--- src/hw/rtl/oled_init_and_page_writer_defines.svh ---
// ----------------------------------------------------------------------------
// OLED init and page writer assertion macros
// Concurrent checks, compiled out when ASSERT_OFF is set.
// ----------------------------------------------------------------------------
`ifndef OLED_INIT_AND_PAGE_WRITER_DEFINES_SVH
`define OLED_INIT_AND_PAGE_WRITER_DEFINES_SVH

`ifndef ASSERT_OFF
`define OLEDPW_ASSERT_ALWAYS(label, clk, rst_n, expr) \
    label: assert property (@(posedge clk) disable iff (!rst_n) (expr)) \
        else $error("assertion failed");
`define OLEDPW_ASSERT_IMP(label, clk, rst_n, ante, cons) \
    label: assert property (@(posedge clk) disable iff (!rst_n) (ante) |-> (cons)) \
        else $error("assertion failed");
`define OLEDPW_ASSERT_NEXT(label, clk, rst_n, ante, cons) \
    label: assert property (@(posedge clk) disable iff (!rst_n) (ante) |=> (cons)) \
        else $error("assertion failed");
`else
`define OLEDPW_ASSERT_ALWAYS(label, clk, rst_n, expr)
`define OLEDPW_ASSERT_IMP(label, clk, rst_n, ante, cons)
`define OLEDPW_ASSERT_NEXT(label, clk, rst_n, ante, cons)
`endif

`endif

--- src/hw/rtl/oledpw_pkg.sv ---
`timescale 1ns / 1ps
// ----------------------------------------------------------------------------
// OLED init and page writer package
// Control word format, microcode program and register indexes.
// ----------------------------------------------------------------------------
package oledpw_pkg;

    localparam int PC_W = 5;
    localparam int INIT_LEN = 25;
    localparam int CONTRAST_SLOT = 17;

    localparam logic [PC_W-1:0] PC_INIT = 5'd0;
    localparam logic [PC_W-1:0] PC_PAGE = 5'd25;
    localparam logic [PC_W-1:0] PC_DATA = 5'd28;

    localparam logic CFG_CONTRAST = 1'b0;
    localparam logic CFG_COLUMN   = 1'b1;

    localparam logic [7:0] CMD_PAGE_BASE = 8'hB0;
    localparam logic [7:0] CMD_COL_HIGH  = 8'h10;

    localparam logic [0:INIT_LEN-1][7:0] INIT_SEQ = {
        8'hAE, 8'hD5, 8'h80, 8'hA8, 8'h3F, 8'hD3, 8'h00, 8'h40, 8'h8D, 8'h14,
        8'h20, 8'h00, 8'hA1, 8'hC8, 8'hDA, 8'h12, 8'h81, 8'hCF, 8'hD9, 8'hF1,
        8'hDB, 8'h40, 8'hA4, 8'hA6, 8'hAF
    };

    typedef enum logic [2:0] {
        SRC_LIT,
        SRC_CONTRAST,
        SRC_PAGE,
        SRC_COLUMN,
        SRC_PIXEL
    } src_t;

    typedef struct packed {
        src_t       src;
        logic [7:0] lit;
        logic       is_data;
        logic       last;
        logic       pos_clear;
        logic       pos_step;
    } ctrl_word_t;

    function automatic ctrl_word_t ucode(input logic [PC_W-1:0] pc);
        ctrl_word_t w;
        w = '{src: SRC_LIT, lit: 8'h00, is_data: 1'b0, last: 1'b1,
              pos_clear: 1'b0, pos_step: 1'b0};
        unique case (pc) inside
            [5'd0:5'd24]:
            begin
                w.lit       = INIT_SEQ[pc];
                w.src       = (pc == PC_W'(CONTRAST_SLOT)) ? SRC_CONTRAST : SRC_LIT;
                w.last      = (pc == PC_W'(INIT_LEN - 1));
                w.pos_clear = (pc == PC_W'(INIT_LEN - 1));
            end
            5'd25:
            begin
                w.src  = SRC_PAGE;
                w.last = 1'b0;
            end
            5'd26:
            begin
                w.src  = SRC_COLUMN;
                w.last = 1'b0;
            end
            5'd27:
            begin
                w.lit  = CMD_COL_HIGH;
                w.last = 1'b0;
            end
            5'd28:
            begin
                w.src      = SRC_PIXEL;
                w.is_data  = 1'b1;
                w.pos_step = 1'b1;
            end
            default:
            begin
                w.last = 1'b1;
            end
        endcase
        return w;
    endfunction

endpackage

--- src/hw/rtl/oled_init_and_page_writer.sv ---
// Bytes go out one per cycle after a transfer in, unless the link holds off.
// An init item issues 25 bytes, a pixel item one byte, or four at a page start.
// The next item is taken in the cycle the last byte of the current one is issued.
// The output register stalls the program while the link holds off.
// Reset: contrast 207, column start 1, frame position zero, no transfer pending.
`timescale 1ns / 1ps
`include "oled_init_and_page_writer_defines.svh"
// ----------------------------------------------------------------------------
// OLED init and page writer
// Microcoded sequencer that turns init requests and frame bytes into
// command and data bytes for a page-addressed OLED controller.
// ----------------------------------------------------------------------------
module oled_init_and_page_writer
    import oledpw_pkg::*;
#(
    parameter int PAGES   = 8,
    parameter int COLUMNS = 128
)
(
    input  logic       clk,
    input  logic       rst_n,
    input  logic       cfg_wr_en,
    input  logic       cfg_index,
    input  logic [7:0] cfg_wdata,
    input  logic       in_valid,
    output logic       in_ready,
    input  logic       op,
    input  logic [7:0] pixel_byte,
    output logic       out_valid,
    input  logic       out_ready,
    output logic [7:0] link_byte,
    output logic       is_data,
    output logic       last
);

    localparam int COL_W  = (COLUMNS > 1) ? $clog2(COLUMNS) : 1;
    localparam int PAGE_W = (PAGES > 1) ? $clog2(PAGES) : 1;
    localparam logic [COL_W-1:0]  COL_MAX  = COL_W'(COLUMNS - 1);
    localparam logic [PAGE_W-1:0] PAGE_MAX = PAGE_W'(PAGES - 1);

    logic [7:0]        contrast_reg;
    logic [3:0]        column_reg;
    logic [COL_W-1:0]  col_reg, col_next;
    logic [PAGE_W-1:0] page_reg, page_next;
    logic              busy_reg, busy_next;
    logic [PC_W-1:0]   pc_reg, pc_next;
    logic [7:0]        pix_reg;
    logic              out_valid_reg;
    logic [7:0]        link_byte_reg;
    logic              is_data_reg;
    logic              last_reg;

    ctrl_word_t        word;
    logic              issue;
    logic              accept;
    logic [7:0]        issue_byte;

    always_ff @(posedge clk or negedge rst_n)
    begin
        if (!rst_n)
        begin
            contrast_reg <= 8'd207;
            column_reg   <= 4'd1;
        end
        else if (cfg_wr_en)
        begin
            unique case (cfg_index)
                CFG_CONTRAST: contrast_reg <= cfg_wdata;
                CFG_COLUMN:   column_reg   <= cfg_wdata[3:0];
                default:      contrast_reg <= contrast_reg;
            endcase
        end
    end

    assign word     = ucode(pc_reg);
    assign issue    = busy_reg && (!out_valid_reg || out_ready);
    assign in_ready = !busy_reg || (issue && word.last);
    assign accept   = in_valid && in_ready;

    always_comb
    begin
        case (word.src)
            SRC_CONTRAST: issue_byte = contrast_reg;
            SRC_PAGE:     issue_byte = CMD_PAGE_BASE + 8'(page_reg);
            SRC_COLUMN:   issue_byte = {4'h0, column_reg};
            SRC_PIXEL:    issue_byte = pix_reg;
            default:      issue_byte = word.lit;
        endcase
    end

    always_comb
    begin
        col_next  = col_reg;
        page_next = page_reg;
        busy_next = busy_reg;
        pc_next   = pc_reg;
        if (issue && word.pos_clear)
        begin
            col_next  = '0;
            page_next = '0;
        end
        else if (issue && word.pos_step)
        begin
            if (col_reg == COL_MAX)
            begin
                col_next  = '0;
                page_next = (page_reg == PAGE_MAX) ? '0 : page_reg + PAGE_W'(1);
            end
            else
            begin
                col_next = col_reg + COL_W'(1);
            end
        end
        if (issue)
        begin
            if (word.last)
            begin
                busy_next = 1'b0;
            end
            else
            begin
                pc_next = pc_reg + PC_W'(1);
            end
        end
        if (accept)
        begin
            busy_next = 1'b1;
            if (!op)
            begin
                pc_next = PC_INIT;
            end
            else
            begin
                pc_next = (col_next == '0) ? PC_PAGE : PC_DATA;
            end
        end
    end

    always_ff @(posedge clk or negedge rst_n)
    begin
        if (!rst_n)
        begin
            col_reg       <= '0;
            page_reg      <= '0;
            busy_reg      <= 1'b0;
            pc_reg        <= PC_INIT;
            out_valid_reg <= 1'b0;
        end
        else
        begin
            col_reg  <= col_next;
            page_reg <= page_next;
            busy_reg <= busy_next;
            pc_reg   <= pc_next;
            if (issue)
            begin
                out_valid_reg <= 1'b1;
            end
            else if (out_ready)
            begin
                out_valid_reg <= 1'b0;
            end
        end
    end

    always_ff @(posedge clk)
    begin
        if (accept)
        begin
            pix_reg <= pixel_byte;
        end
        if (issue)
        begin
            link_byte_reg <= issue_byte;
            is_data_reg   <= word.is_data;
            last_reg      <= word.last;
        end
    end

    assign out_valid = out_valid_reg;
    assign link_byte = link_byte_reg;
    assign is_data   = is_data_reg;
    assign last      = last_reg;

    `OLEDPW_ASSERT_ALWAYS(a_pos_range, clk, rst_n, (col_reg <= COL_MAX) && (page_reg <= PAGE_MAX))
    `OLEDPW_ASSERT_NEXT(a_accept_busy, clk, rst_n, accept, busy_reg)
    `OLEDPW_ASSERT_IMP(a_data_ends, clk, rst_n, issue && word.is_data, word.last)
    `OLEDPW_ASSERT_IMP(a_idle_no_issue, clk, rst_n, !busy_reg, !issue)

endmodule

--- config.mk ---
export PLATFORM = sky130hd
export DESIGN_NAME = oled_init_and_page_writer
export DESIGN_NICKNAME = d
export VERILOG_FILES = /design/src/hw/rtl/oledpw_pkg.sv /design/src/hw/rtl/oled_init_and_page_writer.sv
export VERILOG_INCLUDE_DIRS = /design/src /design/src/hw/rtl
export SDC_FILE = /design/constraint.sdc
export NUM_CORES = 1
export LEC_CHECK = 0
export BUFFER_PORTS_ARGS = -buffer_cell sky130_fd_sc_hd__buf_4
export CORE_UTILIZATION = 42
export CTS_CLUSTER_DIAMETER = 30
export CTS_CLUSTER_SIZE = 10
export DETAILED_ROUTE_END_ITERATION = 10
export PLACE_DENSITY_LB_ADDON = 0.3
export SETUP_SLACK_MARGIN = 0.5
export SLEW_MARGIN = 30
export SYNTH_ARGS = -nofsm -noshare
export SYNTH_HDL_FRONTEND = slang
export SYNTH_SLANG_ARGS = --single-unit
--- constraint.sdc ---
create_clock -name clk -period 3.66 [get_ports clk]
set_clock_uncertainty 0.2 [all_clocks]
set_input_delay 0.549 -clock clk [delete_from_list [all_inputs] [get_ports clk]]
set_output_delay 0.549 -clock clk [all_outputs]
set_load 0.1 [all_outputs]
==> qor.json <==
{
  "outcome": "completed",
  "port_buffers": 34,
  "finalSetupTns_ps": 0,
  "synth_warn": 0,
  "grt_pass1_vias": 2066,
  "syn-instance-count": 263,
  "synthesis.area_sq_um": 2751,
  "drt_pass1_iterations": 4,
  "worst-setup-path-type": "reg -> out",
  "fp-row-count": 29,
  "slew_headroom_pct": 48.07,
  "detail_route.vias_per_cell": 5.830,
  "maxCapViolations": 0,
  "number_of_failing_hold_endpoints_at_the_final_stage": 0,
  "syn_nets": 294,
  "start_util_pct": 43.33,
  "fin_crit_ps": 2975,
  "core_area_sq_um": 6350,
  "final_cells": 371,
  "critical-path-top-delay-family": "flip-flops",
  "timing.hold.worst.class": "in -> reg",
  "route.layer.met1.wl_mm": 2.676,
  "grt_usage_pct": 18.53,
  "ys_ff_latch": 47,
  "wire_per_inst_um": 16.20,
  "fp.dieArea_sq_um": 6878,
  "grt_start_max_net_pins": 30,
  "fraction_of_layout_cells_with_a_size_suffix_above_1_pct": 30.61,
  "antenna_violations_before_repair": 0,
  "critical_path_peak_fanout": 7,
  "type_of_element_launching_the_critical_path": "flop",
  "vdd_drop_max_uv": 720.5,
  "share_of_synthesized_flip_flops_with_an_asynchronous_set_or_reset_pct": 61.70,
  "yosysTopAreaCellShare_pct": 20.01,
  "post_route_wl_mm": 6.009,
  "global_route.overflow_total": 0,
  "setup_repair_after_global_routing_missed_its_margin": "no",
  "synth_area_leaders": "dfrtp_1, edfxtp_1, dfstp_2, mux2_2, ha_1",
  "cts.path.max_buffers": 2,
  "synth_top_cells_by_count": "dfrtp_1, nand2_1, nor2_1, o21ai_0, edfxtp_1",
  "p_leak_nw": 1.264,
  "areaGrowthSynthToFinish_pct": 16.05,
  "crit_required_ps": 2910,
  "tritoncts_clock_tree": "built",
  "worstPathBufferInverterCount": 2,
  "total_power_mw": 2.840,
  "critical-path-max-stage-delay_ps": 460,
  "estimated_wirelength_of_the_detail_placed_design_mm": 4.409,
  "fmaxAchievable_mhz": 336.2,
  "met3WireLength_um": 257,
  "synth.avg_cell_area_sq_um": 10.46,
  "power_density_nw_per_um2": 889.4,
  "cts-htree-levels": 2,
  "io_pins": 35,
  "cts.sinks": 47,
  "ant_nets": 0,
  "numPlacedInstances": 362,
  "setup_viol": 0,
  "count_of_vias_placed_by_the_detailed_router": 2163,
  "detailedRoute.firstIterationViolations": 239,
  "global_route_wire_length_before_repair_mm": 10.28,
  "cp_cell_sequence": "inv_1 -> ha_1 -> or3_4 -> a221oi_4 -> buf_4",
  "postLayoutCellArea_sq_um": 3193,
  "chipWidth_um": 82.94,
  "worst_setup_path_end_kind": "output pin",
  "diodes": 0,
  "clk-insertion-delay-late_ps": 300,
  "report.final.slew_viol_count": 0,
  "worstMarginPinSlew_ps": 777.3,
  "met2_wirelength_mm": 2.981,
  "clk_pin_slew_ps": 100,
  "post_cts_setup_buffers": 0,
  "seq_area_frac_synth_pct": 46.34,
  "num-nets-final": 324,
  "postSynth.topFlopCell": "dfrtp_1",
  "cts_made_buffers": 5,
  "arrival_ps": 2230,
  "final_period_util_pct": 81.28,
  "dpl_cell_area_sq_um": 3084,
  "number_of_enable_type_register_cells_in_the_synthesized_netlist": 18,
  "synth.distinct_cells": 61,
  "post-route-drc-count": 0,
  "netlist.top_cell.by_area": "dfrtp_1",
  "topRoutingLayerUsed": "met4",
  "critPathSlowestCell": "dfrtp_2",
  "fin_hold_ws_ps": 218.9,
  "gp_congestion": 0.8057,
  "floorplan.die.height_um": 82.94,
  "cts_root_buf": "clkbuf_8"
}
worst register-to-register path: cells and delay by family (launching register included):
| family | cells | cell delay (ps) |
|---|---|---|
| adder cells (fa/ha/maj) | 1 | 350 |
| flip-flops | 1 | 510 |
| AND/OR/NAND/NOR | 3 | 610 |
| buffers and inverters | 1 | 120 |
| AO/OA/AOI/OAI | 3 | 880 |
area by class of cell:
type | instances | area (sq um)
Tap cell | 77 | 96.34
Clock buffer | 5 | 68.82
Sequential cell | 47 | 1277
Inverter | 10 | 41.29
Clock inverter | 3 | 20.02
Fill cell | 565 | 3157
Timing Repair Buffer | 39 | 295.3
Multi-Input combinational cell | 190 | 1394
logic make-up (layout without fill, tap and decap cells):
kind of cell | Yosys count | in the layout | share of synthesized area (%)
compound gates | 70 | 70 | 18.92
fa+ha+maj | 8 | 8 | 3.638
mux | 16 | 16 | 6.367
flops | 47 | 47 | 46.34
xor+xnor | 8 | 8 | 2.547
buf+inv | 26 | 57 | 4.456
simple gates | 88 | 88 | 17.74
metrics by stage:
stage,worst slack (ps),util (%)
after floorplan,504.4,-
after global placement,683.3,48.57
after detailed placement,604.6,48.57
after CTS,569.0,50.13
after global routing,588.5,50.29
final,685.2,50.29
worst paths after layout:
kind / from / endpoint / slack, ps / depth (start not counted)
max reg2reg: pc_reg[1]$_DFFE_PN0P_ / pc_reg[2]$_DFFE_PN0P_ / 880 / 8
min in group asynchronous: rst_n / pc_reg[3]$_DFFE_PN0P_ / 540 / 2
max: pc_reg[0]$_DFFE_PN0P_ / in_ready / 690 / 5
min: pixel_byte[4] / pix_reg[4]$_DFFE_PP_ / 220 / 1
max in group asynchronous: rst_n / contrast_reg[0]$_DFFE_PN1P_ / 2390 / 2
min reg2reg: column_reg[2]$_DFFE_PN0P_ / column_reg[2]$_DFFE_PN0P_ / 320 / 1
power by group:
| part | switching (mW) | internal [mW] | leakage [nW] |
|---|---|---|---|
| Clock | 0.184 | 0.134 | 0.0418 |
| Sequential | 0.124 | 0.742 | 0.514 |
| Combinational | 1.13 | 0.522 | 0.708 |
| Total | 1.44 | 1.40 | 1.26 |
cells in the final DEF (no fill, tap or decap), types with 5 or more instances in the layout:
cell type / synthesis / layout
ha_1: 8 / 6
edfxtp_1: 18 / 18
a221oi_1: 6 / 6
dfrtp_1: 22 / 20
and3_1: 5 / 5
nand2_1: 22 / 21
a21oi_1: 16 / 16
nand3_1: 7 / 7
dfstp_2: 7 / 7
inv_1: 9 / 7
nor2_1: 22 / 22
buf_4: 1 / 38
o21ai_0: 20 / 20
xor2_1: 6 / 6
mux2_2: 12 / 12
clkbuf_8: 0 / 5
layer usage:
layer  GRT usage [%]  vias up
li1                -     1036
met1           25.24     1060
met2           30.77       56
met3           2.883       11
met4           5.016        0
met5               0        -
timing repair:
action / CTS / global route
hold buffers: 1 / 0
endpoints found under the setup margin: 0 / 2
endpoints found under the hold margin: 22 / 0
resized for setup: 0 / 3
Power figures use the tool's default switching activity.
